--- config.mk ---
export PLATFORM = sky130hd
export DESIGN_NAME = ohs_ctrl
export DESIGN_NICKNAME = d
export VERILOG_FILES = /design/src/design/ohs_pkg.sv /design/src/design/ohs_ctrl.sv
export SDC_FILE = /design/constraint.sdc
export NUM_CORES = 1
export LEC_CHECK = 0
export BUFFER_PORTS_ARGS = -buffer_cell sky130_fd_sc_hd__buf_2
export CORE_MARGIN = 3
export CORE_UTILIZATION = 58
export DETAILED_ROUTE_END_ITERATION = 8
export PLACE_DENSITY = 0.87
export SLEW_MARGIN = 20
export SYNTH_ARGS = -nofsm -noshare
export SYNTH_HDL_FRONTEND = slang
export SYNTH_SLANG_ARGS = --single-unit
export TNS_END_PERCENT = 30
--- constraint.sdc ---
create_clock -name clock -period 7.5 [get_ports clock]
set_input_delay 0.75 -clock clock [delete_from_list [all_inputs] [get_ports clock]]
set_output_delay 0.75 -clock clock [all_outputs]
set_load 0.01 [all_outputs]
--- src/design/ohs_pkg.sv ---
// Shared types and constants for the open-addressing hash set.
// No dependencies; imported by ohs_ctrl and open_addressing_hash_set.
package ohs_pkg;

   // Action codes carried in the low bits of an input item.
   typedef logic [1:0] action_type;
   localparam action_type ACT_ADD    = 2'd0;
   localparam action_type ACT_REMOVE = 2'd1;
   // every other code is a membership query

   // Result status codes.
   typedef enum logic [2:0] {
      ST_ADDED     = 3'd0,
      ST_PRESENT   = 3'd1,
      ST_REMOVED   = 3'd2,
      ST_NOT_FOUND = 3'd3,
      ST_FOUND     = 3'd4,
      ST_RESERVED  = 3'd5,
      ST_FULL      = 3'd6
   } status_type;

   // Hash multiplier and probe stride.
   localparam int HASH_MUL   = 73;
   localparam int PROBE_STEP = 5009;

   // Finished result handed from the sequencer to the output register.
   typedef struct packed {
      logic       valid;
      status_type status;
   } fin_type;

endpackage

--- src/design/ohs_ctrl.sv ---
// Probe sequencer: clearing pass, hashing, slot-by-slot probing, table update.
// Depends on ohs_pkg; drives the ports of one ohs_ram instance.
module ohs_ctrl #(
   parameter int CAPACITY = 1024,
   parameter int KEY_BITS = 32
) (
   input  logic                            clock,
   input  logic                            reset,
   input  logic                            start,
   input  ohs_pkg::action_type             start_action,
   input  logic [KEY_BITS-1:0]             start_key,
   output logic                            idle,
   output ohs_pkg::fin_type                fin,
   input  logic                            fin_take,
   output logic [$clog2(CAPACITY+1)-1:0]   live_count,
   output logic                            ram_we,
   output logic [$clog2(CAPACITY)-1:0]     ram_waddr,
   output logic [KEY_BITS-1:0]             ram_wdata,
   output logic [$clog2(CAPACITY)-1:0]     ram_raddr,
   input  logic [KEY_BITS-1:0]             ram_rdata
);
   import ohs_pkg::*;

   localparam int ADDR_W = $clog2(CAPACITY);
   localparam int CNT_W  = $clog2(CAPACITY + 1);
   localparam int PW     = ADDR_W + KEY_BITS;
   localparam logic [KEY_BITS-1:0] SLOT_EMPTY = '0;
   localparam logic [KEY_BITS-1:0] SLOT_TOMB  = KEY_BITS'(1);
   localparam logic [ADDR_W-1:0]   STRIDE     = ADDR_W'(PROBE_STEP);
   localparam logic [CNT_W-1:0]    CNT_MAX    = CNT_W'(CAPACITY);

   typedef enum logic [2:0] {
      S_CLR,
      S_IDLE,
      S_RD,
      S_CMP,
      S_FIN
   } state_type;

   state_type           state_ff, state_in;
   logic [ADDR_W-1:0]   clr_ff, clr_in;
   logic [ADDR_W-1:0]   idx_ff, idx_in;
   logic [ADDR_W-1:0]   probe_ff, probe_in;
   logic [KEY_BITS-1:0] key_ff, key_in;
   action_type          act_ff, act_in;
   status_type          status_ff, status_in;
   logic [CNT_W-1:0]    live_ff, live_in;

   logic [PW-1:0]       hash_prod;
   logic [ADDR_W-1:0]   idx_step;
   logic                start_reserved;
   logic                slot_empty;
   logic                slot_tomb;
   logic                slot_hit;
   logic                last_probe;

   assign hash_prod      = PW'(start_key) * PW'(HASH_MUL);
   assign idx_step       = idx_ff + STRIDE;
   assign start_reserved = (start_key == SLOT_EMPTY) || (start_key == SLOT_TOMB);
   assign slot_empty     = (ram_rdata == SLOT_EMPTY);
   assign slot_tomb      = (ram_rdata == SLOT_TOMB);
   assign slot_hit       = (ram_rdata == key_ff);
   assign last_probe     = &probe_ff;

   always_comb begin
      state_in  = state_ff;
      clr_in    = clr_ff;
      idx_in    = idx_ff;
      probe_in  = probe_ff;
      key_in    = key_ff;
      act_in    = act_ff;
      status_in = status_ff;
      live_in   = live_ff;
      ram_we    = 1'b0;
      ram_waddr = idx_ff;
      ram_wdata = key_ff;
      ram_raddr = idx_ff;
      case (state_ff)
         S_CLR: begin
            ram_we    = 1'b1;
            ram_waddr = clr_ff;
            ram_wdata = SLOT_EMPTY;
            clr_in    = clr_ff + 1'b1;
            if (&clr_ff) begin
               state_in = S_IDLE;
            end
         end
         S_IDLE: begin
            if (start) begin
               key_in   = start_key;
               act_in   = start_action;
               idx_in   = hash_prod[ADDR_W-1:0];
               probe_in = '0;
               if (start_reserved) begin
                  status_in = ST_RESERVED;
                  state_in  = S_FIN;
               end else begin
                  state_in = S_RD;
               end
            end
         end
         S_RD: begin
            state_in = S_CMP;
         end
         S_CMP: begin
            // read the next slot ahead; dropped if this probe ends the search
            ram_raddr = idx_step;
            if (act_ff == ACT_ADD) begin
               if (slot_empty || slot_tomb) begin
                  ram_we    = 1'b1;
                  status_in = ST_ADDED;
                  if (live_ff < CNT_MAX) begin
                     live_in = live_ff + 1'b1;
                  end
                  state_in = S_FIN;
               end else if (slot_hit) begin
                  status_in = ST_PRESENT;
                  state_in  = S_FIN;
               end else if (last_probe) begin
                  status_in = ST_FULL;
                  state_in  = S_FIN;
               end else begin
                  idx_in   = idx_step;
                  probe_in = probe_ff + 1'b1;
               end
            end else begin
               if (slot_empty) begin
                  status_in = ST_NOT_FOUND;
                  state_in  = S_FIN;
               end else if (slot_hit) begin
                  if (act_ff == ACT_REMOVE) begin
                     ram_we    = 1'b1;
                     ram_wdata = SLOT_TOMB;
                     status_in = ST_REMOVED;
                     if (live_ff != '0) begin
                        live_in = live_ff - 1'b1;
                     end
                  end else begin
                     status_in = ST_FOUND;
                  end
                  state_in = S_FIN;
               end else if (last_probe) begin
                  status_in = ST_NOT_FOUND;
                  state_in  = S_FIN;
               end else begin
                  idx_in   = idx_step;
                  probe_in = probe_ff + 1'b1;
               end
            end
         end
         S_FIN: begin
            if (fin_take) begin
               state_in = S_IDLE;
            end
         end
         default: begin
            state_in = S_CLR;
            clr_in   = '0;
         end
      endcase
   end

   always_ff @(posedge clock) begin
      if (reset) begin
         state_ff <= S_CLR;
         clr_ff   <= '0;
         live_ff  <= '0;
      end else begin
         state_ff <= state_in;
         clr_ff   <= clr_in;
         live_ff  <= live_in;
      end
      idx_ff    <= idx_in;
      probe_ff  <= probe_in;
      key_ff    <= key_in;
      act_ff    <= act_in;
      status_ff <= status_in;
   end

   assign idle       = (state_ff == S_IDLE);
   assign fin.valid  = (state_ff == S_FIN);
   assign fin.status = status_ff;
   assign live_count = live_ff;

`ifndef SYNTHESIS
   a_live_bound: assert property (@(posedge clock) disable iff (reset)
      live_ff <= CNT_MAX)
      else $error("live count above capacity");

   a_write_state: assert property (@(posedge clock) disable iff (reset)
      ram_we |-> (state_ff == S_CLR || state_ff == S_CMP))
      else $error("slot table written outside clear or probe");

   a_reserved_fast: assert property (@(posedge clock) disable iff (reset)
      (state_ff == S_IDLE && start && start_reserved) |=> (state_ff == S_FIN))
      else $error("reserved key went to the table");
`endif

endmodule

# Word level (Yosys, flattened, before mapping)
# Cells that the tools add are included.
[totals] out_inout_bits=69 ff_bits=81 in_bits=70 word_cells=109
[op_classes] muxes=56 add_sub_neg=5 n_eq_ne=19 n_reduce_logical=19 order_cmp=1 mul=1
[op_table] operator="two-way mux 10 bit" count=14
[op_table] operator="two-way mux 32 bit" count=4
[op_table] operator="two-way mux 11 bit" count=7
[op_table] operator="equality test 32 x 1 -> 1 bit (second input constant)" count=2
[op_table] operator="logical NOT 32 bit" count=2
[op_table] operator="one-hot mux 32 bit (2 select lines)" count=1
[op_table] operator="one-hot mux 10 bit (2 select lines)" count=3
[op_table] operator="two-way mux 3 bit" count=19
[op_table] operator="equality test 32 bit" count=1
[op_table] operator="multiplier 32 x 7 -> 10 bit (second input constant)" count=1
[op_table] operator="adder 10 x 1 -> 10 bit (second input constant)" count=2
[op_table] operator="AND reduction 10 bit" count=2
[op_table] operator="one-hot mux 3 bit (5 select lines)" count=1
[op_table] operator="adder 11 x 1 -> 11 bit (second input constant)" count=1
[op_table] operator="< comparator 11 bit (second input constant)" count=1
[op_table] operator="nonzero test 11 bit" count=1
[op_table] operator="subtractor 11 x 1 -> 11 bit (second input constant)" count=1
[op_table] operator="adder 10 bit (second input constant)" count=1
[op_table] operator="inequality test 2 x 1 -> 1 bit (second input constant)" count=5
[op_table] operator="inequality test 5 bit (second input constant)" count=2
[op_table] operator="nonzero test 2 bit" count=4
[op_table] operator="AND reduction 7 bit" count=1
[op_table] operator="equality test 3 x 2 -> 1 bit (second input constant)" count=2
[op_table] operator="inequality test 3 bit (second input constant)" count=2
[op_table] operator="15 further kinds" count=21

# Logic depth before layout (Yosys ltp)
[logic_depth] ltp_word=6 ltp_mapped=10 depth_no_buf=10

# Least setup slack after synthesis
# No wires, ideal clock.
[synth_path] kind="input port to output port" from="input port ram_rdata[27]" to="output port ram_wdata[10]" path_slack_ns=4.469 n_path_buf=1 required_ns=6.750 stages=7 t_arrival_ns=2.281 path_cell_list="xor2_1 nor4_2 nand4_1 nor3_1 a31oi_1 clkbuf_1 and2_1"
[synth_between] elab_chain_cells=5 word_cells_on_any_way=6 cone_classes="1 x eq/ne; 4 x mux; 1 x reduce/logical"
[synth_rtl] element="from (decl)" line_no="ohs_ctrl.sv:20" rtl="input logic [KEY_BITS-1:0] ram_rdata"
[synth_rtl] element="equality test 32 bit" line_no="ohs_ctrl.sv:62" rtl="assign slot_hit = (ram_rdata == key_ff);"
[synth_rtl] element="two-way mux 32 bit" line_no="ohs_ctrl.sv:130" rtl="end else if (slot_hit) begin"
[synth_rtl] element="two-way mux 32 bit *" line_no="ohs_ctrl.sv:127" rtl="if (slot_empty) begin"
[synth_rtl] element="two-way mux 32 bit *" line_no="ohs_ctrl.sv:108" rtl="if (act_ff == ACT_ADD) begin"
[synth_rtl] element="one-hot mux 32 bit (2 select lines) *" line_no="ohs_ctrl.sv:78" rtl="case (state_ff)"
[synth_rtl] element="to (decl)" line_no="ohs_ctrl.sv:18" rtl="output logic [KEY_BITS-1:0] ram_wdata,"
# Mark *: on every way between the ends. The rest lies on a longest branch, timed or not.

# Worst setup path after layout
[layout_path] from="input port ram_rdata[27]" to="output port ram_wdata[12]"
# Same word-level chain as after synthesis.

==> run summary <==
routed length per instance: 18.7 um
setup bufs post-CTS: 0
clock sinks: 81
Slew HR: 52.5%
Commonest cells post-synth: nand2_1 (77), edfxtp_1 (57), xor2_1 (47)
post-route ant nets: 0
Worst EP required: 6.75 ns
nets: 779
Sw Share: 23.7%
Die Wd: 101 um
Worst-Skew Late Latency: 0.35 ns
critical path capture point type: primary output
area delta synth->final: 19.5%
detailed placer's ending HPWL: 11.2 mm
flop2flop setup slack: 4.57 ns
PD cells: 149 nW/um2
DRT Pass-1 Iters: 5
Slowest cell on crit path: nor3_1
vias in the first global route: 4701
Vias/cell: 6.23
largest net degree at the start of global routing: 36
Initial DRC Count: 530
synth top area cells: edfxtp_1 (33%), dfxtp_1 (9.2%), xor2_1 (7.9%)
Clock transition at path regs: 0.08 ns
cts repair resizes: 0
I/O Buffers: 138
Clk pwr share: 36.4%
antenna violations before repair: 0
Hold Violations, Final: 0
most frequent cell after synthesis: nand2_1
Placer Congestion: 0.885
first-pass GRT wire length: 22.8 mm
Setup crit start kind: primary input
final cell count without fillers: 793
Final Max Slew Viols: 0
Buf+Inv Stages, Crit Path: 2
Netlist cell types: 49
Int Power: 0.707 mW
launching point of the worst reg2reg path: act_ff[0]$_DFFE_PP_
Final Instance Area: 6230 um2
Main synth FF type: edfxtp_1
Remaining DRCs: 0
top cell type's share of synthesized area: 32.9%
Worst path max stage delay: 0.69 ns
CP Data Arrival Time: 3.40 ns
Lkg Pwr: 2.67 nW
crit-path most repeated cell: buf_2
fmax: 241 MHz
FF-to-FF End: live_count[10]$_SDFFE_PP0P_
Peak VDD IR: 76.8 uV
Chip Height: 101 um
vias: 4944
Syn. warnings: 0
CP Class: primary input to primary output
htree depth: 3
die footprint: 10200 um2
Synth Cell Area: 5210 um2
post-synthesis register bit count: 81
Post-synth EDFFs: 57
final worst-path cycle share: 55.4%
io pins: 139
layout cells sized above 1: 25.1%
ys async rst share: 0%
Worst Hold Class: flip-flop to flip-flop
CTS tree: built
placed cells: 777
worst path cell trace: buf_2 -> xor2_1 -> nor4_2 -> nand4_1 -> nor3_1 -> a31oi_4 -> and2_1 -> buf_2
Final Util: 73.6%
Cells after Synth: 551
Worst-Margin Slew: 0.707 ns
Yosys top cell by area: edfxtp_1
min Tclk post-route: 4.15 ns
Worst Hold Endpoint: clr_ff[5]$_SDFFE_PP0N_
min-delay src: clr_ff[5]$_SDFFE_PP0N_
Sw Pwr: 0.220 mW
status: completed
fillcell total: 600
Setup Skew: 0.0112 ns
post-synthesis sequential area ratio: 42.1%
Placed Area: 5990 um2
core area: 8460 um2
clock root buffer: clkbuf_8
Largest delay share family, worst path: simple AND/OR/NAND/NOR gates
setup TNS: 0 ns
Combinational Power Share: 11.5%
GRT overflow: 0
crit-path max FO: 31
Avg Synthesized Cell Area: 9.46 um2
worst r2r path cells: 8
final WL: 14.9 mm
RSZ-0062 raised after global routing: false
Starting Density: 61.6%
# hold bufs at CTS: 0
max cap viols: 0
GR Util All Layers: 28.6%
sequential cell fraction of total power: 52.1%
hold depth: 2
diodes inserted: 0
final setup fails: 0
Core Rows: 33
Clock Path Buffers: 2
Syn Nets: 647
CTS Buf Count: 9
cell families (layout without fill, tap and decap cells):
family                   count (synthesis)  after routing  synth area share (%)
AND/OR/NAND/NOR                        228            228                  23.8
AO/OA/AOI/OAI                          108            108                  12.7
flip-flops                              81             81                  42.1
XOR/XNOR                                71             71                  11.9
buffers and inverters                   36            173                  2.67
adder cells (fa/ha/maj)                 26             26                  6.68
multiplexers                             1              1                 0.192
flip-flops by register name, indices dropped and copies added, names as in the netlist:
register / flops
state_ff: 3
probe_ff: 10
live_count: 11
act_ff: 2
clr_ff: 10
key_ff: 32
status_ff: 3
idx_ff: 10
power by group through the flow:
stage                     Clock, mW  Sequential [mW]  Combinational, mW
after floorplan                   0            0.493             0.0593
after global placement            0            0.493             0.0968
after detailed placement          0            0.493              0.103
after CTS                     0.338            0.483              0.106
after global routing          0.355            0.483              0.116
final                         0.338            0.483              0.107
per-stage QoR:
stage,power [mW],setup slack [ns],hold WS (ns)
after global routing,0.954,3.23,0.552
after floorplan,0.552,4.47,0.467
after CTS,0.926,3.46,0.510
after global placement,0.590,3.69,0.485
after detailed placement,0.595,3.46,0.499
final,0.927,3.35,0.505
layout by cell type, fill, tap and decap left out, drive strengths merged, types with 3 or more instances in the layout:
cell	n
nor2	24
o211ai	5
ha	23
nand4	8
a311oi	4
a21oi	40
a211oi	3
nand2b	3
and3	4
xor2	47
or3	10
nand3	20
dfxtp	24
or2	3
clkbuf	14
and4	4
xnor2	24
and2	31
o2111ai	3
a31oi	4
buf	143
edfxtp	57
fa	3
nand2	77
a41oi	3
inv	15
a21o	5
o21ai	32
nor4	25
nor3	16
routing by layer:
layer  global-route usage [%]  wire length, um  vias to the layer above  share of wire [%]
met3                     4.22             1110                       45                7.5
met1                     36.6             5910                     2362                 40
met5                        0                0                        -                  0
met4                     10.5              451                        0                3.0
li1                         -                -                     2265                  -
met2                     49.0             7400                      272                 50
tightest hold or removal path, cell delays in order, from the launching register on:
cell	delay (ns)
dfxtp_1	0.33
o21ai_0	0.07
a21oi_1	0.06
layout make-up:
class	instances	area, um2	share of cell area [%]
clock buffers	14	205	3.29
clock inverters	2	13.8	0.221
inverters	14	52.6	0.844
multi-input cells	434	2910	46.6
flip-flops and latches	81	2190	35.2
well taps	105	131	2.11
repair buffers	143	728	11.7
worst max path at each step:
stage	slack [ns]	cells after the start	from	endpoint
after global placement	3.69	8	ram_rdata[8]	ram_wdata[1]
after detailed placement	3.46	8	ram_rdata[16]	ram_wdata[2]
after floorplan	4.47	7	ram_rdata[27]	ram_wdata[10]
after CTS	3.46	8	ram_rdata[16]	ram_wdata[2]
after global routing	3.23	8	ram_rdata[27]	ram_wdata[28]
final	3.35	8	ram_rdata[27]	ram_wdata[12]
Note: power is estimated with default switching activity, not from simulation.
